File: config.mk
export PLATFORM = sky130hd
export DESIGN_NAME = ringtone_note_parser
export DESIGN_NICKNAME = d
export VERILOG_FILES = /design/src/rtl/rtp_pkg.sv /design/src/rtl/rtp_divider.sv /design/src/rtl/rtp_parser.sv /design/src/rtl/ringtone_note_parser.sv
export SDC_FILE = /design/constraint.sdc
export NUM_CORES = 1
export LEC_CHECK = 0
export BUFFER_PORTS_ARGS = -buffer_cell sky130_fd_sc_hd__buf_2
export CAP_MARGIN = 25
export CORE_MARGIN = 5
export CORE_UTILIZATION = 45
export CTS_BUF_LIST = sky130_fd_sc_hd__clkbuf_4
export DETAILED_ROUTE_END_ITERATION = 6
export GPL_TIMING_DRIVEN = 1
export MAX_ROUTING_LAYER = met4
export PLACE_DENSITY = 0.66
export SYNTH_ARGS = -nofsm -noshare
export SYNTH_HDL_FRONTEND = slang
export SYNTH_SLANG_ARGS = --single-unit
export TNS_END_PERCENT = 50
File: constraint.sdc
create_clock -name clk -period 5.8 [get_ports clk]
set_clock_uncertainty 0.1 [all_clocks]
set_input_delay 0.58 -clock clk [delete_from_list [all_inputs] [get_ports clk]]
set_output_delay 0.58 -clock clk [all_outputs]
set_load 0.05 [all_outputs]
File: src/rtl/rtp_pkg.sv
`timescale 1ns / 1ps
`default_nettype none

package rtp_pkg;

  // Field widths.
  localparam int CHAR_W   = 8;
  localparam int TONE_W   = 4;
  localparam int OCT_W    = 4;
  localparam int FREQ_W   = 12;
  localparam int DUR_W    = 8;
  localparam int MS_W     = 16;
  localparam int STATUS_W = 2;
  localparam int OUT_DATA_W = 40;  // 36 bits of fields rounded up to whole bytes

  // Configuration register indexes.
  localparam logic [1:0] CFG_DEFAULT_DURATION = 2'd0;
  localparam logic [1:0] CFG_DEFAULT_OCTAVE   = 2'd1;
  localparam logic [1:0] CFG_WHOLE_NOTE_MS    = 2'd2;

  // Result status codes.
  localparam logic [STATUS_W-1:0] STATUS_OK        = 2'd0;
  localparam logic [STATUS_W-1:0] STATUS_NO_LETTER = 2'd1;
  localparam logic [STATUS_W-1:0] STATUS_ZERO_DUR  = 2'd2;

  // Characters with a meaning to the parser.
  localparam logic [CHAR_W-1:0] CH_COMMA = 8'h2C;
  localparam logic [CHAR_W-1:0] CH_SPACE = 8'h20;
  localparam logic [CHAR_W-1:0] CH_HASH  = 8'h23;
  localparam logic [CHAR_W-1:0] CH_DOT   = 8'h2E;
  localparam logic [CHAR_W-1:0] CH_ZERO  = 8'h30;
  localparam logic [CHAR_W-1:0] CH_NINE  = 8'h39;

  localparam logic [TONE_W-1:0] TONE_REST = 4'd12;

  typedef enum logic [1:0] {
    PH_PRE    = 2'd0,  // before the letter, duration digits go here
    PH_LETTER = 2'd1,  // right after the letter
    PH_MOD    = 2'd2,  // after '#' or '.'
    PH_OCT    = 2'd3   // inside the octave digits
  } phase_t;

  typedef enum logic [1:0] {
    ST_IDLE = 2'd0,
    ST_DIV  = 2'd1,
    ST_LOAD = 2'd2
  } seq_state_t;

  // One closed note, handed from the parser to the sequencer.
  typedef struct packed {
    logic [STATUS_W-1:0] status;
    logic [TONE_W-1:0]   tone;
    logic [OCT_W-1:0]    octave;
    logic [FREQ_W-1:0]   freq;
    logic [DUR_W-1:0]    dur;
  } note_t;

  // Base tone frequency divided by five, for C through B.
  function automatic logic [7:0] base_div5(input logic [TONE_W-1:0] tone);
    case (tone)
      4'd0:    base_div5 = 8'd104;
      4'd1:    base_div5 = 8'd110;
      4'd2:    base_div5 = 8'd117;
      4'd3:    base_div5 = 8'd124;
      4'd4:    base_div5 = 8'd132;
      4'd5:    base_div5 = 8'd139;
      4'd6:    base_div5 = 8'd148;
      4'd7:    base_div5 = 8'd156;
      4'd8:    base_div5 = 8'd166;
      4'd9:    base_div5 = 8'd176;
      4'd10:   base_div5 = 8'd186;
      4'd11:   base_div5 = 8'd197;
      default: base_div5 = 8'd0;
    endcase
  endfunction

  // Letter to semitone; the top bit flags a valid note letter.
  function automatic logic [TONE_W:0] letter_tone(input logic [CHAR_W-1:0] c);
    case (c)
      8'h63:   letter_tone = {1'b1, 4'd0};   // c
      8'h64:   letter_tone = {1'b1, 4'd2};   // d
      8'h65:   letter_tone = {1'b1, 4'd4};   // e
      8'h66:   letter_tone = {1'b1, 4'd5};   // f
      8'h67:   letter_tone = {1'b1, 4'd7};   // g
      8'h61:   letter_tone = {1'b1, 4'd9};   // a
      8'h62:   letter_tone = {1'b1, 4'd11};  // b
      8'h70:   letter_tone = {1'b1, TONE_REST};  // p
      default: letter_tone = {1'b0, 4'd0};
    endcase
  endfunction

endpackage

`default_nettype wire

File: src/rtl/rtp_divider.sv
`timescale 1ns / 1ps
`default_nettype none

// Restoring divider, one quotient bit per cycle. The quotient holds after done.
module rtp_divider (
  input  wire logic                     clk,
  input  wire logic                     rst,
  input  wire logic                     start,
  input  wire logic [rtp_pkg::MS_W-1:0]  dividend,
  input  wire logic [rtp_pkg::DUR_W-1:0] divisor,
  output logic                          done,
  output logic [rtp_pkg::MS_W-1:0]       quotient
);
  import rtp_pkg::*;

  logic              busy;
  logic [3:0]        count;
  logic [DUR_W-1:0]  rem;
  logic [DUR_W-1:0]  dvs;
  logic [MS_W-1:0]   quo;
  logic [DUR_W:0]    trial;
  logic [DUR_W:0]    diff;
  logic              fits;

  assign trial = {rem, quo[MS_W-1]};
  assign diff  = trial - {1'b0, dvs};
  assign fits  = trial >= {1'b0, dvs};
  assign quotient = quo;

  always_ff @(posedge clk) begin
    if (rst) begin
      busy  <= 1'b0;
      done  <= 1'b0;
      count <= '0;
    end else begin
      done <= 1'b0;
      if (start) begin
        busy  <= 1'b1;
        count <= '0;
      end else if (busy) begin
        count <= count + 4'd1;
        if (count == 4'(MS_W - 1)) begin
          busy <= 1'b0;
          done <= 1'b1;
        end
      end
    end
  end

  always_ff @(posedge clk) begin
    if (start) begin
      quo <= dividend;
      rem <= '0;
      dvs <= divisor;
    end else if (busy) begin
      rem <= fits ? diff[DUR_W-1:0] : trial[DUR_W-1:0];
      quo <= {quo[MS_W-2:0], fits};
    end
  end

endmodule

`default_nettype wire

File: src/rtl/rtp_parser.sv
`timescale 1ns / 1ps
`default_nettype none

// Character parser: holds the note being built and reports a closed note.
module rtp_parser (
  input  wire logic                      clk,
  input  wire logic                      rst,
  input  wire logic                      accept,
  input  wire logic [rtp_pkg::CHAR_W-1:0] character,
  input  wire logic                      last_char,
  input  wire logic [rtp_pkg::DUR_W-1:0]  default_duration,
  input  wire logic [rtp_pkg::OCT_W-1:0]  default_octave,
  output logic                           emit,
  output rtp_pkg::note_t                 note
);
  import rtp_pkg::*;

  phase_t            phase, phase_next;
  logic [DUR_W-1:0]  dur_acc, dur_acc_next;
  logic              dur_seen, dur_seen_next;
  logic [TONE_W-1:0] tone, tone_next;
  logic [OCT_W-1:0]  oct_acc, oct_acc_next;
  logic              oct_seen, oct_seen_next;
  logic              pending, pending_next;

  logic              is_digit;
  logic              close;
  logic [3:0]        digit;
  logic [11:0]       dur_val;
  logic [7:0]        oct_val;
  logic [TONE_W:0]   letter;
  logic [OCT_W-1:0]  oct_pick;
  logic [DUR_W-1:0]  dur_pick;

  assign is_digit = (character >= CH_ZERO) && (character <= CH_NINE);
  assign digit    = character[3:0];
  assign dur_val  = 12'(dur_acc) * 12'd10 + 12'(digit);
  assign oct_val  = 8'(oct_acc) * 8'd10 + 8'(digit);
  assign letter   = letter_tone(character);
  assign close    = (character == CH_COMMA) || last_char;

  always_comb begin
    phase_next    = phase;
    dur_acc_next  = dur_acc;
    dur_seen_next = dur_seen;
    tone_next     = tone;
    oct_acc_next  = oct_acc;
    oct_seen_next = oct_seen;
    pending_next  = pending;
    if (character != CH_COMMA && character != CH_SPACE) begin
      pending_next = 1'b1;
      if (is_digit) begin
        if (phase == PH_PRE) begin
          dur_acc_next  = (dur_val > 12'd255) ? 8'hFF : dur_val[7:0];
          dur_seen_next = 1'b1;
        end else begin
          oct_acc_next  = (oct_val > 8'd15) ? 4'hF : oct_val[3:0];
          oct_seen_next = 1'b1;
          phase_next    = PH_OCT;
        end
      end else if (character == CH_HASH) begin
        if (phase == PH_LETTER) begin
          // Only C, D, F, G and A have a sharp; the rest keep their tone.
          if (tone == 4'd0 || tone == 4'd2 || tone == 4'd5 ||
              tone == 4'd7 || tone == 4'd9) begin
            tone_next = tone + 4'd1;
          end
          phase_next = PH_MOD;
        end
      end else if (character == CH_DOT) begin
        if (phase == PH_LETTER) begin
          phase_next = PH_MOD;
        end
      end else if (letter[TONE_W] && phase == PH_PRE) begin
        tone_next  = letter[TONE_W-1:0];
        phase_next = PH_LETTER;
      end
    end
  end

  // The note is judged on the state after this character is taken in.
  assign emit     = close && pending_next;
  assign oct_pick = oct_seen_next ? oct_acc_next : default_octave;
  assign dur_pick = dur_seen_next ? dur_acc_next : default_duration;

  always_comb begin
    if (phase_next == PH_PRE) begin
      note = '{status: STATUS_NO_LETTER, tone: '0, octave: '0, freq: '0, dur: '0};
    end else begin
      note.tone   = tone_next;
      note.octave = oct_pick;
      note.freq   = (tone_next < TONE_REST) ?
                    12'(base_div5(tone_next)) * 12'(oct_pick) : '0;
      note.dur    = dur_pick;
      note.status = (dur_pick == '0) ? STATUS_ZERO_DUR : STATUS_OK;
    end
  end

  always_ff @(posedge clk) begin
    if (rst || (accept && close)) begin
      phase    <= PH_PRE;
      dur_acc  <= '0;
      dur_seen <= 1'b0;
      tone     <= '0;
      oct_acc  <= '0;
      oct_seen <= 1'b0;
      pending  <= 1'b0;
    end else if (accept) begin
      phase    <= phase_next;
      dur_acc  <= dur_acc_next;
      dur_seen <= dur_seen_next;
      tone     <= tone_next;
      oct_acc  <= oct_acc_next;
      oct_seen <= oct_seen_next;
      pending  <= pending_next;
    end
  end

endmodule

`default_nettype wire

File: src/rtl/ringtone_note_parser.sv
`timescale 1ns / 1ps
`default_nettype none

// Ringtone note parser. Characters of the melody's note section arrive one per
// transaction on the slave side; a comma, or a character marked with s_tlast,
// closes the note that is being built, and one result transaction follows on
// the master side for every closed note that held anything but spaces. A
// character that closes no note leaves the slave side ready. A note that closes
// with a valid duration runs a shared restoring divider for whole_note_ms /
// duration, one quotient bit per cycle; the sequencer then sees the divider
// finish and loads the result register once it is free, and the next
// character is taken no earlier than the cycle after that. A note without a
// letter or with a zero duration skips the divider and goes straight to the
// load state, which also waits for the output register to be free. The slave
// side is not ready while the divider runs or while a result waits to be
// loaded; a finished result sits in its own output register, so the next
// characters are taken while it waits for m_tready. Configuration writes are
// taken at any time but should only be made while the block is idle.
module ringtone_note_parser (
  input  wire logic                           clk,
  input  wire logic                           rst,
  // Configuration write port.
  input  wire logic                           cfg_we,
  input  wire logic [1:0]                     cfg_index,
  input  wire logic [rtp_pkg::MS_W-1:0]        cfg_data,
  // Character stream.
  input  wire logic                           s_tvalid,
  output logic                                s_tready,
  input  wire logic [rtp_pkg::CHAR_W-1:0]      s_tdata,   // [7:0] character
  input  wire logic                           s_tlast,   // last_char
  // Note results.
  output logic                                m_tvalid,
  input  wire logic                           m_tready,
  // [3:0] tone_index, [7:4] octave_used, [19:8] frequency_hz,
  // [35:20] duration_ms, [39:36] zero
  output logic [rtp_pkg::OUT_DATA_W-1:0]       m_tdata,
  output logic [rtp_pkg::STATUS_W-1:0]         m_tuser    // [1:0] status
);
  import rtp_pkg::*;

  // Configuration registers.
  logic [DUR_W-1:0] default_duration;
  logic [OCT_W-1:0] default_octave;
  logic [MS_W-1:0]  whole_note_ms;

  always_ff @(posedge clk) begin
    if (rst) begin
      default_duration <= 8'd4;
      default_octave   <= 4'd6;
      whole_note_ms    <= 16'd952;
    end else if (cfg_we) begin
      case (cfg_index)
        CFG_DEFAULT_DURATION: default_duration <= cfg_data[DUR_W-1:0];
        CFG_DEFAULT_OCTAVE:   default_octave   <= cfg_data[OCT_W-1:0];
        CFG_WHOLE_NOTE_MS:    whole_note_ms    <= cfg_data;
        default:              ;
      endcase
    end
  end

  // The parser sees every accepted character.
  logic  in_accept;
  logic  emit;
  note_t note_now;
  note_t note_held;

  assign in_accept = s_tvalid && s_tready;

  rtp_parser u_parser (
    .clk              (clk),
    .rst              (rst),
    .accept           (in_accept),
    .character        (s_tdata),
    .last_char        (s_tlast),
    .default_duration (default_duration),
    .default_octave   (default_octave),
    .emit             (emit),
    .note             (note_now)
  );

  // Shared divider for the note length.
  logic            div_start;
  logic            div_done;
  logic [MS_W-1:0] quotient;

  rtp_divider u_divider (
    .clk      (clk),
    .rst      (rst),
    .start    (div_start),
    .dividend (whole_note_ms),
    .divisor  (note_now.dur),
    .done     (div_done),
    .quotient (quotient)
  );

  // Sequencer: take characters, run the divider for a closing OK note, then
  // load the result once the output register is free.
  seq_state_t state, state_next;
  logic       load_out;

  always_ff @(posedge clk) begin
    if (rst) begin
      state <= ST_IDLE;
    end else begin
      state <= state_next;
    end
  end

  always_comb begin
    state_next = state;
    s_tready   = 1'b0;
    div_start  = 1'b0;
    load_out   = 1'b0;
    case (state)
      ST_IDLE: begin
        s_tready = 1'b1;
        if (s_tvalid && emit) begin
          if (note_now.status == STATUS_OK) begin
            div_start  = 1'b1;
            state_next = ST_DIV;
          end else begin
            state_next = ST_LOAD;
          end
        end
      end
      ST_DIV: begin
        if (div_done) begin
          state_next = ST_LOAD;
        end
      end
      ST_LOAD: begin
        load_out = !m_tvalid || m_tready;
        if (load_out) begin
          state_next = ST_IDLE;
        end
      end
      default: begin
        state_next = ST_IDLE;
      end
    endcase
  end

  // The closed note is kept while the divider works.
  always_ff @(posedge clk) begin
    if (in_accept && emit) begin
      note_held <= note_now;
    end
  end

  // Output register.
  always_ff @(posedge clk) begin
    if (rst) begin
      m_tvalid <= 1'b0;
    end else if (load_out) begin
      m_tvalid <= 1'b1;
    end else if (m_tready) begin
      m_tvalid <= 1'b0;
    end
  end

  always_ff @(posedge clk) begin
    if (load_out) begin
      m_tdata <= {4'd0,
                  (note_held.status == STATUS_OK) ? quotient : 16'd0,
                  note_held.freq,
                  note_held.octave,
                  note_held.tone};
      m_tuser <= note_held.status;
    end
  end

`ifndef SYNTH
  // The divider only finishes a division that the sequencer waits for.
  assert property (@(posedge clk) disable iff (rst) div_done |-> state == ST_DIV)
    else $error("divider finished outside of a division");

  // A result is never written over one that has not been taken.
  assert property (@(posedge clk) disable iff (rst) load_out |-> (!m_tvalid || m_tready))
    else $error("result register overwritten");

  // A note without a letter carries all-zero fields.
  assert property (@(posedge clk) disable iff (rst)
    (m_tvalid && m_tuser == STATUS_NO_LETTER) |-> m_tdata == '0)
    else $error("note without letter carries data");
`endif

endmodule

`default_nettype wire

# --- Word-level counts from Yosys, hierarchy flattened ---
# Memory sizes are Yosys's and may differ from the RTL's.
# Index checks and enable logic that the tools add are counted.
totals:
  ff_bits: 150
  mem_bits_ro: 128
  inputBits: 32
  output_inout_bits: 44
  word_cells: 156
  mem_count: 1
classes:
  n_addsub: 5
  mul: 3
  order_cmp: 6
  eq_ne: 26
  mux: 55
  bitwise_logic: 2
  n_reduce_logical: 33
memory_table:
  columns: ["name", "words", "width", "read_ports", "rd_clocked_by_memory_dff", "wr", "line_no", "rtl"]
  rows:
  - ["(no name shown)", 16, 8, 1, 0, 0, "rtp_pkg.sv:60", "case (tone)"]
op_table:
  columns: ["op", "count"]
  rows:
  - ["$eq 8x7->1 const B", 8]
  - ["$mux 8", 7]
  - ["$mux 4", 12]
  - ["$pmux 5 s8", 1]
  - ["$mux 16", 2]
  - ["$mux 30", 1]
  - ["$eq 8x6->1 const B", 3]
  - ["$mux 2", 12]
  - ["$mux 1", 18]
  - ["$ne 8x6->1 const B", 2]
  - ["$add 12x4->12", 1]
  - ["$gt 12x8->1 const B", 1]
  - ["$logic_not 2->1", 6]
  - ["$mul 8x4->12", 1]
  - ["$mux 12", 1]
  - ["$mul 8x3->11 const B", 1]
  - ["$ge 9x8->1", 1]
  - ["$add 4x1->4 const B", 2]
  - ["$add 8x4->8", 1]
  - ["$eq 4x3->1 const B", 2]
  - ["$eq 4x4->1 const B", 2]
  - ["$ge 8x6->1 const B", 1]
  - ["$gt 8x4->1 const B", 1]
  - ["$le 8x6->1 const B", 1]
  - ["other kinds (20)", 42]

# --- Depth between registers and ports, before layout ---
# Gate-level depths: netlist of the first run.
# An unclocked memory read counts as a cell.
logic_depth:
  ltp_word: 20
  ltp_mapped: 25

# --- Modules after synthesis ---
# A second synthesis of the first run with hierarchy kept.
unflattened:
  cells_unflattened: 829
  hier_area_um2: 8539.4
by_module_without_submodules:
  columns: ["module", "instances", "cells_each", "area_per_inst_um2"]
  rows:
  - ["rtp_parser", 1, 440, 3454.6]
  - ["ringtone_note_parser", 1, 213, 3130.5]
  - ["rtp_divider", 1, 176, 1954.4]

# --- Least setup slack after synthesis of the first run ---
# No wires, ideal clock.
synth_path:
  kind: "input to register"
  start: "input port s_tdata[4] (netlist bit)"
  end: "register note_held[19] (netlist bit), data pin"
  setup_time_ns: 0.266
  arrival_time_ns: 5.545
  t_required_ns: 5.434
  slack_ns: -0.111
  cell_stages: 23
  path_buffers: 1
  path_cell_list: "clkbuf_1 nor4b_4 nand2_1 a2111oi_2 a21oi_1 o31ai_1 inv_1 ha_1 nor3_1 a21oi_1 or2_2 fa_1 inv_1 fa_1 ha_1 a21o_1 a21o_1 a21o_1 a21oi_1 o21ai_0 a31oi_1 xor2_1 nor2_1"
synth_via:
  elab_chain_len: 11
  elab_cells_between_ends: 40
  cone_classes: "1 x mul; 3 x order compare; 12 x eq/ne; 17 x mux; 1 x bitwise; 5 x reduce/logical; 1 x memory"
synth_rtl:
  columns: ["item", "line_no", "rtl"]
  rows:
  - ["start: declaration", "ringtone_note_parser.sv:29", "input wire logic [rtp_pkg::CHAR_W-1:0] s_tdata,"]
  - ["$eq 8x7->1", "rtp_pkg.sv:79", "case (c)"]
  - ["$pmux 5 s8", "rtp_pkg.sv:79", null]
  - ["$logic_and 1x1->1", "rtp_parser.sv:74", "end else if (letter[TONE_W] && phase == PH_PRE) begin"]
  - ["$mux 4", "rtp_parser.sv:74", null]
  - ["$mux 4", "rtp_parser.sv:70", "end else if (character == CH_DOT) begin"]
  - ["$mux 4", "rtp_parser.sv:61", "end else if (character == CH_HASH) begin"]
  - ["$mux 4", "rtp_parser.sv:52", "if (is_digit) begin"]
  - ["$mux 4 (*)", "rtp_parser.sv:50", "if (character != CH_COMMA && character != CH_SPACE) begin"]
  - ["net u_parser.tone_next[0]", "rtp_parser.sv:21", "logic [TONE_W-1:0] tone, tone_next;"]
  - ["$mem_v2 16x8 or $lt 4x4->1 (tied branches)", null, null]
  - ["$mux 8 or $not 1->1 (tied branches)", null, null]
  - ["$mul 8x4->12 or $reduce_or 2->1 (tied branches)", null, null]
  - ["end signal: assignment", "ringtone_note_parser.sv:146", "note_held <= note_now;"]
  - ["end: declaration", "ringtone_note_parser.sv:65", "note_t note_held;"]
# The timed path passes the listed nets; every way through them passes the cells marked *. The select of a mux whose other input is x is not followed.
# A chain may end at the register's enable or synchronous reset.

# --- Worst setup path after layout of the first run ---
layout_path:
  start: "register u_parser.tone[1]"
  end: "register note_held[18] (netlist bit), data pin"
layout_via:
  elab_chain_len: 13
  elab_cells_between_ends: 23
  cone_classes: "1 x add/sub; 1 x mul; 1 x order compare; 4 x eq/ne; 8 x mux; 1 x bitwise; 6 x reduce/logical; 1 x memory"
layout_rtl:
  columns: ["item", "line_no", "rtl"]
  rows:
  - ["start: declaration", "rtp_parser.sv:21", null]
  - ["start signal: assignment", "rtp_parser.sv:112", "tone <= tone_next;"]
  - ["$eq 4x2->1 or $logic_not 4->1 (tied branches)", "rtp_parser.sv:64", "if (tone == 4'd0 || tone == 4'd2 || tone == 4'd5 ||"]
  - ["$logic_or 1x1->1 (3 in a row)", "rtp_parser.sv:64", null]
  - ["$logic_or 1x1->1", "rtp_parser.sv:65", "tone == 4'd7 || tone == 4'd9) begin"]
  - ["$mux 4", "rtp_parser.sv:64", null]
  - ["$mux 4", "rtp_parser.sv:62", "if (phase == PH_LETTER) begin"]
  - ["$mux 4", "rtp_parser.sv:61", null]
  - ["$mux 4", "rtp_parser.sv:52", null]
  - ["$mux 4 (*)", "rtp_parser.sv:50", null]
  - ["$mem_v2 16x8 or $lt 4x4->1 (tied branches)", null, null]
  - ["$mux 8 or $not 1->1 (tied branches)", null, null]
  - ["$mul 8x4->12 or $reduce_or 2->1 (tied branches)", null, null]
# Mark *: on every way between the ends. The rest lies on a longest branch, timed or not. The select of a mux whose other input is x is not followed.

==> out/qor.csv, run 1 <==
stage,metric,value,unit
placement,place_congestion,0.870,
floorplanning,io_pins,76,
floorplanning,die_h,147,µm
global_route,globalRouteOverflowTotal,0,
detailed_routing,via_per_inst,5.27,
detailed_routing,dr.pass1.iters,5,
global_route,grt_max_degree,39,
detailed_routing,routedWlPerCell,15.3,µm
setup_path,r2r_start,u_parser.tone[1],
logic_synthesis,syn_area,8480,µm²
timing,worst-slew-pin-transition,0.787,ns
final_layout,drive_gt1_share,21.1,%
final_layout,layout.cells.most_common_list,"nand2_1 (88), edfxtp_1 (84), nor2_1 (79), buf_2 (71), dfxtp_1 (64)",
pwr,irDropWorstVdd,0.106,mV
final_layout,nFillCells,1716,
placement,dp_hpwl,13600,µm
hold_path,hold_end,whole_note_ms[9],
detailed_routing,vias,6241,
logic_synthesis,netlist_instances,832,
timing,setup_viol,0,
timing,min_period,5.52,ns
floorplanning,rows,50,
setup_path,slowest_delay,0.56,ns
logic_synthesis,synth_flop_cell,edfxtp_1,
logic_synthesis,ys_seq_elements,150,
clocking,cts-root-buf,clkbuf_4,
clocking,cts_sinks,150,
timing,fmax,181,MHz
outcome,status,"complete, no violations",
floorplanning,die_area,21700,µm²
global_route,grt_pass1_wl,30400,µm
logic_synthesis,synthDistinctLibCells,70,
setup_path,start_kind,flop,
detailed_routing,drc,0,
setup_path,crit_fanout,7,
pwr,p_total,2.49,mW
setup_path,r2r_slack,0.28,ns
setup_path,arrival,5.76,ns
final_layout,syn_to_final_growth,14.1,%
job,maxCapViolCount,0,
timing,hold_viol,0,
setup_path,reg2reg_depth,26,
global_route,antenna_found_initial,1,
hold_path,hold_start,cfg_data[9],
global_route,grt_usage,17.7,%
setup_path,criticalPathCategory,reg -> reg,
clocking,clkTransAtPathRegs,0.15,ns
timing,finalMaxSlewViolations,0,
placement,dp_cells,1146,
hold_path,hp-class,in -> reg,
floorplanning,start_util,45.5,%
pwr,p_leak,4.11,nW
setup_path,crit_slowest_cell,fa_1,
setup_path,cp-end-kind,flop,
timing,max-slew-margin-rel,47.5,%
logic_synthesis,ys_async_sr_fraction,0,%
setup_path,timing.rr.end,note_held[18],
final_layout,nets,1044,
final_layout,finalNonFillerCells,1184,
detailed_routing,drt_iter0_drc,292,
clocking,cts_made_buffers,17,
logic_synthesis,yosys_warnings,0,
setup_path,critPathMostFrequentCell,inv_1,
logic_synthesis,synth-edff-count,84,
floorplanning,core,18600,µm²
detailed_routing,drt.antenna.violating_nets,0,
floorplanning,die_x,147,µm
timing,rsz0062_at_grt,true,
timing,finalCritPeriodShare,95.2,%
clocking,cts_tree,yes,
logic_synthesis,synth_seq_area_share,45.3,%
clocking,htree_levels,4,
global_route,grt_pass1_vias,6050,
hold_path,hold_path_depth,3,
placement,io_buffer_count,71,
setup_path,cp.required,6.04,ns
clocking,clkLatencyLatePin,0.56,ns
pwr,powerDensity,257,nW/µm²
logic_synthesis,syn_avg_cell_area,10.2,µm²
detailed_routing,wirelength,18100,µm
final_layout,layout_commonest_cell,nand2_1,
clocking,cts_buffer_depth,2,
synthesized netlist by cell type (8+ instances only):
cell type / n / area, µm²
a21o_1: 13 / 97.6
a21oi_1: 53 / 265
and2_1: 28 / 175
clkbuf_1: 23 / 86.3
dfxtp_1: 66 / 1320
edfxtp_1: 84 / 2520
fa_1: 17 / 340
ha_1: 59 / 738
inv_1: 51 / 191
mux2_2: 16 / 180
mux2i_1: 24 / 240
nand2_1: 88 / 330
nand2b_1: 14 / 87.6
nand3_1: 8 / 40.0
nand3b_1: 8 / 60.1
nand4_1: 8 / 50.1
nor2_1: 79 / 297
nor2b_1: 13 / 81.3
nor3_1: 13 / 65.1
o21ai_0: 32 / 160
xnor2_1: 8 / 70.1
xor2_1: 12 / 105
final cells by class:
class	count	area (µm²)	share of cell area, %
antenna	1	2.50	0.0259
clock buffer	17	128	1.32
clock inverter	15	155	1.60
inverter	53	201	2.08
multi-input combinational	601	4360	45.1
sequential	150	3850	39.8
tap	234	293	3.03
timing repair buffer	113	683	7.06
routing by layer:
metal	vias up	part of all wire [%]	track usage (%)
met3	15	4.5	3.18
met1	2920	50	24.8
li1	3168	-	-
met5	-	0	-
met4	0	1.0	4.52
met2	138	45	26.8
flip-flops by register name, indices dropped and copies added, names as in the netlist, 4 cells and up:
name / cells
note_held: 22
whole_note_ms: 16
u_parser.tone: 4
u_divider.count: 4
m_tdata: 36
u_divider.quotient: 16
u_parser.oct_acc: 4
default_octave: 4
u_divider.dvs: 8
u_divider.rem: 8
default_duration: 8
u_parser.dur_acc: 8
critical path, delay by kind of cell, from the launching register on:
| family | cells | cell delay [ns] |
|---|---|---|
| adders and majority gates | 5 | 1.96 |
| AOI/OAI and AO/OA | 11 | 1.60 |
| buffers and inverters | 6 | 0.57 |
| and+or+nand+nor | 3 | 0.52 |
| DFF | 1 | 0.42 |
| muxes | 1 | 0.12 |
stage by stage:
step | util (%) | hold slack [ns] | setup TNS (ns) | setup WS [ns] | area (µm²)
3_3_place_gp | 49.9 | 0.301 | 0 | 0.0378 | 9290
3_5_place_dp | 49.9 | 0.307 | -0.223 | -0.146 | 9290
4_1_cts | 51.4 | 0.0825 | 0 | 0.0131 | 9580
2_1_floorplan | - | 0.300 | 0 | 0.0151 | 8500
6_report | 51.9 | 0.139 | 0 | 0.280 | 9670
5_1_grt | 51.9 | 0.0936 | -0.109 | -0.0867 | 9670
how the worst max path moves through the flow:
stage,startpoint,end,slack (ns),depth (start not counted)
after detailed placement,s_tdata[7],note_held[18],-0.15,24
after floorplan,s_tdata[0],note_held[19],0.02,22
after CTS,u_parser.tone[0],note_held[18],0.01,23
final,u_parser.tone[1],note_held[18],0.28,26
after global routing,u_parser.tone[1],note_held[18],-0.09,25
after global placement,s_tdata[7],note_held[19],0.04,23
kinds of logic (layout without fill, tap and decap cells):
| group | count (synthesis) | after routing | share of synthesized area (%) |
|---|---|---|---|
| flops | 150 | 150 | 45.3 |
| buf+inv | 84 | 198 | 4.15 |
| mux | 41 | 41 | 5.13 |
| simple gates | 291 | 291 | 17.1 |
| xor+xnor | 20 | 20 | 2.07 |
| other cells | 1 | 5 | 0.0442 |
| fa+ha+maj | 76 | 76 | 12.7 |
| compound gates | 169 | 169 | 13.4 |
timing repair:
item,4_1_cts,5_1_grt
gates cloned,0,0
hold buffers,0,0
gates resized for setup,1,13
endpoints found under the setup margin,1,4
setup buffers,0,4
pin swaps,0,5
power by group:
group / internal (mW) / switching [mW]
Clock: 0.196 / 0.441
Combinational: 0.253 / 0.367
Sequential: 1.19 / 0.0390
Note: power is estimated with default switching activity, not from simulation.
==> run 2, diff against run 1 <==
--- a/config.mk
+++ b/config.mk
@@ -13,8 +13,9 @@
 export DETAILED_ROUTE_END_ITERATION = 6
 export GPL_TIMING_DRIVEN = 1
 export MAX_ROUTING_LAYER = met4
-export PLACE_DENSITY = 0.66
+export PLACE_DENSITY = 0.65
 export SYNTH_ARGS = -nofsm -noshare
 export SYNTH_HDL_FRONTEND = slang
+export SYNTH_HIERARCHICAL = 1
 export SYNTH_SLANG_ARGS = --single-unit
 export TNS_END_PERCENT = 50
==> out/qor.csv, run 2 <==
stage,metric,value,unit,change
outcome,status,"complete, no violations",,
setup_path,start_kind,flop,,
placement,dp_slack,0.0850,ns,+0.231 ns
logic_synthesis,netlist_instances,829,,-0.36%
setup_path,timing.rr.end,note_held[19],,
global_route,grt_pass1_vias,6034,,-0.26%
clocking,cts_tree,yes,,
logic_synthesis,synth_flop_cell,edfxtp_1,,
logic_synthesis,netlist_top_cells_area,"edfxtp_1 (30%), dfxtp_1 (15%), ha_1 (8.8%), nor2_1 (4.7%), fa_1 (4.0%)",,
logic_synthesis,syn_area,8540,µm²,+0.71%
final_layout,nets,1022,,-2.1%
logic_synthesis,synth-edff-count,84,,unchanged
floorplanning,die_x,148,µm,+0.33%
detailed_routing,routedWlPerCell,15.5,µm,+1.2%
floorplanning,io_pins,76,,unchanged
placement,place_congestion,0.902,,+3.7%
final_layout,largest_reg_flops,36,,unchanged
timing,fmax,180,MHz,-0.91%
final_layout,seqCellArea,3850,µm²,unchanged
pwr,powerDensity,247,nW/µm²,-3.9%
final_layout,utilization,51.0,%,-0.84 points
final_layout,largest_register,m_tdata,,
logic_synthesis,synth_top_area_share,29.5,%,-0.21 points
final_layout,layout.cells.most_common_list,"nor2_1 (107), edfxtp_1 (84), buf_2 (71), nand2_1 (65), dfxtp_1 (64)",,
timing,rsz0062_at_grt,false,,
job,maxCapViolCount,0,,unchanged
clocking,cts_made_buffers,17,,unchanged
timing,fin_ws,0.230,ns,-0.0506 ns
detailed_routing,dr.pass1.iters,5,,unchanged
timing,worst-slew-pin-transition,0.992,ns,+0.205 ns
hold_path,hp-class,in -> reg,,
clocking,clkTransAtPathRegs,0.14,ns,about the same
timing,min_period,5.57,ns,+0.0506 ns
detailed_routing,drt_iter0_drc,385,,+32%
detailed_routing,vias,6198,,-0.69%
setup_path,reg2reg_depth,21,,-19%
placement,dpl_cell_area,9240,µm²,-0.55%
floorplanning,rows,50,,unchanged
global_route,grt_usage,17.4,%,-0.26 points
final_layout,layout_commonest_cell,nor2_1,,
pwr,p_total,2.36,mW,-5.2%
detailed_routing,via_per_inst,5.34,,+1.3%
clocking,clkLatencyLatePin,0.56,ns,about the same
setup_path,criticalPathCategory,reg -> reg,,
hold_path,hold_path_depth,3,,unchanged
logic_synthesis,ys_async_sr_fraction,0,%,unchanged
logic_synthesis,synth_largest_area_cell,edfxtp_1,,
pwr,irDropWorstVdd,0.106,mV,+0.86%
clocking,htree_levels,4,,unchanged
floorplanning,die_area,21800,µm²,+0.66%
detailed_routing,drt.antenna.violating_nets,0,,unchanged
placement,dp_hpwl,13700,µm,+0.96%
hold_path,hold_start,cfg_data[9],,
final_layout,nFillCells,1719,,+0.17%
global_route,globalRouteOverflowTotal,0,,unchanged
timing,fin_hold_ws,0.133,ns,-0.00506 ns
timing,tns,0,ns,unchanged
final_layout,drive_gt1_share,21.0,%,-0.12 points
hold_path,hold_end,whole_note_ms[9],,
logic_synthesis,synth.most_common_cell,nor2_1,,
final_layout,final_cell_area,9550,µm²,-1.3%
floorplanning,core,18700,µm²,+0.34%
final_layout,finalNonFillerCells,1161,,-1.9%
timing,finalMaxSlewViolations,0,,unchanged
global_route,grt_max_degree,39,,unchanged
clocking,cts-root-buf,clkbuf_4,,
final_layout,top_regs,"m_tdata x36, note_held x22",,
detailed_routing,drc,0,,unchanged
logic_synthesis,synth_common_cells,"nor2_1 (108), edfxtp_1 (84), dfxtp_1 (66)",,
setup_path,r2r_slack,0.23,ns,-0.05 ns
timing,max-slew-margin-rel,33.6,%,-14 points
final_layout,multi_input_area,4380,µm²,+0.55%
placement,io_buffer_count,71,,unchanged
final_layout,syn_to_final_growth,11.8,%,
pwr,p_leak,3.92,nW,-4.5%
logic_synthesis,ys_seq_elements,150,,unchanged
setup_path,cp-end-kind,flop,,
setup_path,crit_fanout,6,,-1
placement,dp_cells,1127,,-1.7%
setup_path,arrival,5.80,ns,+0.04 ns
global_route,grt_pass1_wl,29900,µm,-1.5%
clocking,cts_sinks,150,,unchanged
floorplanning,start_util,45.7,%,+0.17 points
setup_path,cp.required,6.03,ns,about the same
global_route,antenna_found_initial,1,,unchanged
detailed_routing,wirelength,18000,µm,-0.76%
clocking,cts_buffer_depth,2,,unchanged
timing,setup_viol,0,,unchanged
logic_synthesis,synthDistinctLibCells,84,,+20%
floorplanning,die_h,148,µm,+0.33%
timing,finalCritPeriodShare,96.0,%,+0.87 points
logic_synthesis,yosys_warnings,6,,+6
logic_synthesis,syn_avg_cell_area,10.3,µm²,+1.1%
setup_path,r2r_start,u_parser/oct_acc[3],,
logic_synthesis,synth_seq_area_share,45.0,%,-0.32 points
timing,hold_viol,0,,unchanged
-- run 2: cell types whose count changed in the layout (fill, tap and decap cells not counted), moves of 6 or more --
| cell | before | now |
|---|---|---|
| a32oi_1 | 0 | 8 |
| mux2i_1 | 24 | 13 |
| nor2_1 | 79 | 107 |
| xnor2_1 | 8 | 15 |
| nand2_1 | 88 | 65 |
| inv_8 | 6 | 0 |
| nand4_1 | 8 | 2 |
| o21ai_0 | 29 | 14 |
| buf_4 | 41 | 25 |
-- run 2: worst max path at each step --
stage | start | to
after global routing | u_parser/oct_acc[3] | note_held[19]
after floorplan | s_tdata[0] | note_held[18]
after CTS | u_parser/oct_acc[3] | note_held[19]
after detailed placement | s_tdata[2] | note_held[18]
final | u_parser/oct_acc[3] | note_held[19]
after global placement | s_tdata[2] | note_held[18]
-- run 2: final cells by class --
class,count,area share [%]
multi-input cells,597,45.9
flip-flops and latches,150,40.3
repair buffers,97,5.98
well taps,234,3.07
inverters,50,2.02
clock buffers,20,1.57
clock inverters,12,1.10
diodes,1,0.0262
-- run 2: cell families (layout without fill, tap and decap cells) --
logic type | Yosys count | after routing | share of synthesized area (%)
adder cells (fa/ha/maj) | 77 | 77 | 12.8
buffers and inverters | 85 | 179 | 4.26
AO/OA/AOI/OAI | 159 | 159 | 13.0
AND/OR/NAND/NOR | 299 | 299 | 18.1
multiplexers | 31 | 31 | 4.03
flip-flops | 150 | 150 | 45.0
XOR/XNOR | 27 | 27 | 2.77
other | 1 | 5 | 0.0439
-- run 2: per-layer routing --
metal  GRT usage [%]  share of wire [%]  vias up
li1                -                  -     3113
met1            23.2                 48     2907
met3            3.80                5.0       25
met4            5.59                1.6        0
met5               -                  0        -
met2            26.8                 45      153
-- run 2: repair_timing --
action                     CTS  global route
setup endpoints to repair    0             4
hold buffers                 0             0
setup buffers                0             0
gates resized for setup      0             6
-- run 2: critical path, cell delays in order, from the launching register on --
cell,delay [ns]
dfxtp_1,0.44
ha_1,0.29
ha_1,0.22
fa_1,0.49
o221ai_1,0.21
o31a_1,0.18
nor2_2,0.06
and2_1,0.15
a22o_1,0.26
or2_1,0.26
fa_1,0.55
inv_1,0.06
fa_1,0.53
ha_1,0.32
a21o_1,0.18
a21oi_1,0.18
nor2b_1,0.08
o21a_1,0.19
o41ai_2,0.24
o21ai_0,0.16
xnor2_1,0.16
nor2_1,0.06
-- run 2: power breakdown --
part           switching [mW]  internal (mW)  total (mW)  leakage (nW)
sequential             0.0429           1.18        1.22          1.31
combinational           0.320          0.214       0.534          2.47
clock                   0.375          0.228       0.603         0.145
total                   0.738           1.62        2.36          3.92
==> run 3, diff against run 2 <==
--- a/config.mk
+++ b/config.mk
@@ -8,12 +8,11 @@
 export BUFFER_PORTS_ARGS = -buffer_cell sky130_fd_sc_hd__buf_2
 export CAP_MARGIN = 25
 export CORE_MARGIN = 5
-export CORE_UTILIZATION = 45
-export CTS_BUF_LIST = sky130_fd_sc_hd__clkbuf_4
+export CORE_UTILIZATION = 50
 export DETAILED_ROUTE_END_ITERATION = 6
 export GPL_TIMING_DRIVEN = 1
 export MAX_ROUTING_LAYER = met4
-export PLACE_DENSITY = 0.65
+export PLACE_DENSITY = 0.71
 export SYNTH_ARGS = -nofsm -noshare
 export SYNTH_HDL_FRONTEND = slang
 export SYNTH_HIERARCHICAL = 1
==> out/qor.csv, run 3 (synthesis results as in run 2) <==
stage,metric,value,unit,change
pwr,irDropWorstVdd,0.212,mV,+99%
detailed_routing,routedWlPerCell,15.9,µm,+2.4%
timing,finalCritPeriodShare,96.0,%,about the same
detailed_routing,drt_iter0_drc,419,,+8.8%
clocking,clkLatencyLatePin,0.43,ns,-0.13 ns
hold_path,hp-class,in -> reg,,
setup_path,crit_fanout,4,,-2
global_route,grtUsageMet3,3.42,%,-0.38 points
global_route,antenna_found_initial,0,,-1
final_layout,layout.cells.most_common_list,"nor2_1 (108), edfxtp_1 (84), buf_2 (72), nand2_1 (65), dfxtp_1 (63)",,
global_route,globalRouteOverflowTotal,0,,unchanged
clocking,cts_made_buffers,17,,unchanged
setup_path,start_kind,flop,,
floorplanning,die_area,19800,µm²,-9.3%
timing,rsz0062_at_grt,true,,
job,maxCapViolCount,0,,unchanged
final_layout,diodes,0,,-1
floorplanning,die_h,141,µm,-4.8%
pwr,p_leak,4.06,nW,+3.5%
setup_path,startpoint,u_parser/oct_acc[1],,
clocking,cts_buffer_depth,2,,unchanged
setup_path,arrival,5.65,ns,-0.15 ns
pwr,powerDensity,290,nW/µm²,+17%
floorplanning,io_pins,76,,unchanged
timing,finalMaxSlewViolations,0,,unchanged
timing,setup_viol,0,,unchanged
clocking,post_cts.repair.setup_buffers,0,,unchanged
floorplanning,start_util,51.3,%,+5.7 points
placement,io_buffer_count,71,,unchanged
timing,fin_ws,0.231,ns,+0.000977 ns
detailed_routing,drt.antenna.violating_nets,0,,unchanged
final_layout,finalNonFillerCells,1145,,-1.4%
timing,hold_viol,0,,unchanged
final_layout,syn_to_final_growth,15.2,%,
global_route,grt_pass1_vias,6015,,-0.31%
timing,fmax,180,MHz,about the same
setup_path,criticalPathCategory,reg -> reg,,
final_layout,nets,1021,,-0.098%
detailed_routing,drc,0,,unchanged
timing,max-slew-margin-rel,41.4,%,+7.8 points
floorplanning,die_x,141,µm,-4.8%
placement,dp_cells,1112,,-1.3%
setup_path,cp.required,5.88,ns,-0.15 ns
placement,dp_slack,0.0833,ns,-0.00165 ns
final_layout,top_regs,"m_tdata x36, note_held x22",,
final_layout,largest_register,m_tdata,,
hold_path,hold_start,cfg_data[9],,
detailed_routing,vias,6191,,-0.11%
global_route,use_met1,25.9,%,+2.7 points
clocking,cts_tree,yes,,
global_route,grt_max_degree,39,,unchanged
setup_path,cp-end-kind,flop,,
global_route,busiest_layer,met2,,
placement,dp_hpwl,13400,µm,-2.2%
clocking,holdBufCountCts,0,,unchanged
clocking,clkTransAtPathRegs,0.06,ns,-0.08 ns
setup_path,r2r_start,u_parser/oct_acc[1],,
global_route,grt_usage,19.2,%,+1.8 points
final_layout,drive_gt1_share,20.4,%,-0.52 points
timing,worst-slew-pin-transition,0.871,ns,-0.121 ns
global_route,met2_usage,29.8,%,+3.0 points
detailed_routing,dr.pass1.iters,5,,unchanged
detailed_routing,wirelength,18200,µm,+0.96%
global_route,grt_pass1_wl,30000,µm,+0.25%
final_layout,layout_commonest_cell,nor2_1,,
floorplanning,core,16600,µm²,-11%
detailed_routing,via_per_inst,5.41,,+1.3%
timing,min_period,5.57,ns,-0.000977 ns
final_layout,largest_reg_flops,36,,unchanged
floorplanning,rows,47,,-6.0%
placement,place_congestion,0.925,,+2.6%
clocking,htree_levels,4,,unchanged
clocking,cts_sinks,150,,unchanged
clocking,cts-root-buf,clkbuf_16,,
outcome,status,"complete, no violations",,
==> run 3: repair_timing <==
action	in CTS	in global routing
setup endpoints to repair	0	2
hold endpoints to repair	0	0
gates resized for setup	0	5
==> run 3: worst max-delay path, stage by stage (launching register included) <==
cell and delay (ns):
dfxtp_1 0.35, ha_1 0.33, ha_1 0.22, fa_1 0.49, o221ai_1 0.22, o31a_1 0.16
nor2_1 0.06, and2_1 0.15, a22o_1 0.25, or2_1 0.26, fa_1 0.56, inv_1 0.06
fa_1 0.53, ha_1 0.31, a21o_1 0.17, a21oi_1 0.16, nor2b_1 0.08, o21a_1 0.19
o41ai_2 0.29, o21ai_0 0.19, xnor2_1 0.16, nor2_1 0.05
==> run 3: layout make-up <==
class                   instances  area, µm²
fillers                      1410       6810
clock inverters                14        148
flip-flops and latches        150       3850
well taps                     220        275
repair buffers                 96        566
multi-input cells             597       4380
inverters                      50        193
clock buffers                  18        429
==> run 3: worst paths after layout <==
check | to | slack (ns) | cells after the start
worst min register to register | m_tdata[7] | 0.32 | 0
worst max-delay path | note_held[19] | 0.23 | 21
worst min-delay path | whole_note_ms[9] | 0.28 | 3
worst max register to register | note_held[19] | 0.23 | 21
==> run 3: metrics by stage <==
step           cell area, µm²  util, %  TNS (ns)  hold slack (ns)  power (mW)
2_1_floorplan            8560        -         0            0.300        1.64
3_3_place_gp             9220     55.4         0            0.302        1.76
3_5_place_dp             9230     55.4         0            0.305        1.77
4_1_cts                  9800     58.9         0            0.271        2.87
5_1_grt                  9830     59.1   -0.0118            0.289        3.00
6_report                 9830     59.1         0            0.282        2.85
==> run 3: metal layers <==
metal | up-vias | wire length (µm)
li1 | 3111 | -
met1 | 2919 | 8530
met3 | 17 | 925
met2 | 144 | 8420
met4 | 0 | 280
met5 | - | 0
==> run 3: report_power, final <==
| group | switching (mW) | internal [mW] | leakage (nW) |
|---|---|---|---|
| registers | 0.0418 | 1.18 | 1.31 |
| logic | 0.325 | 0.215 | 2.47 |
| clock network | 0.453 | 0.638 | 0.285 |
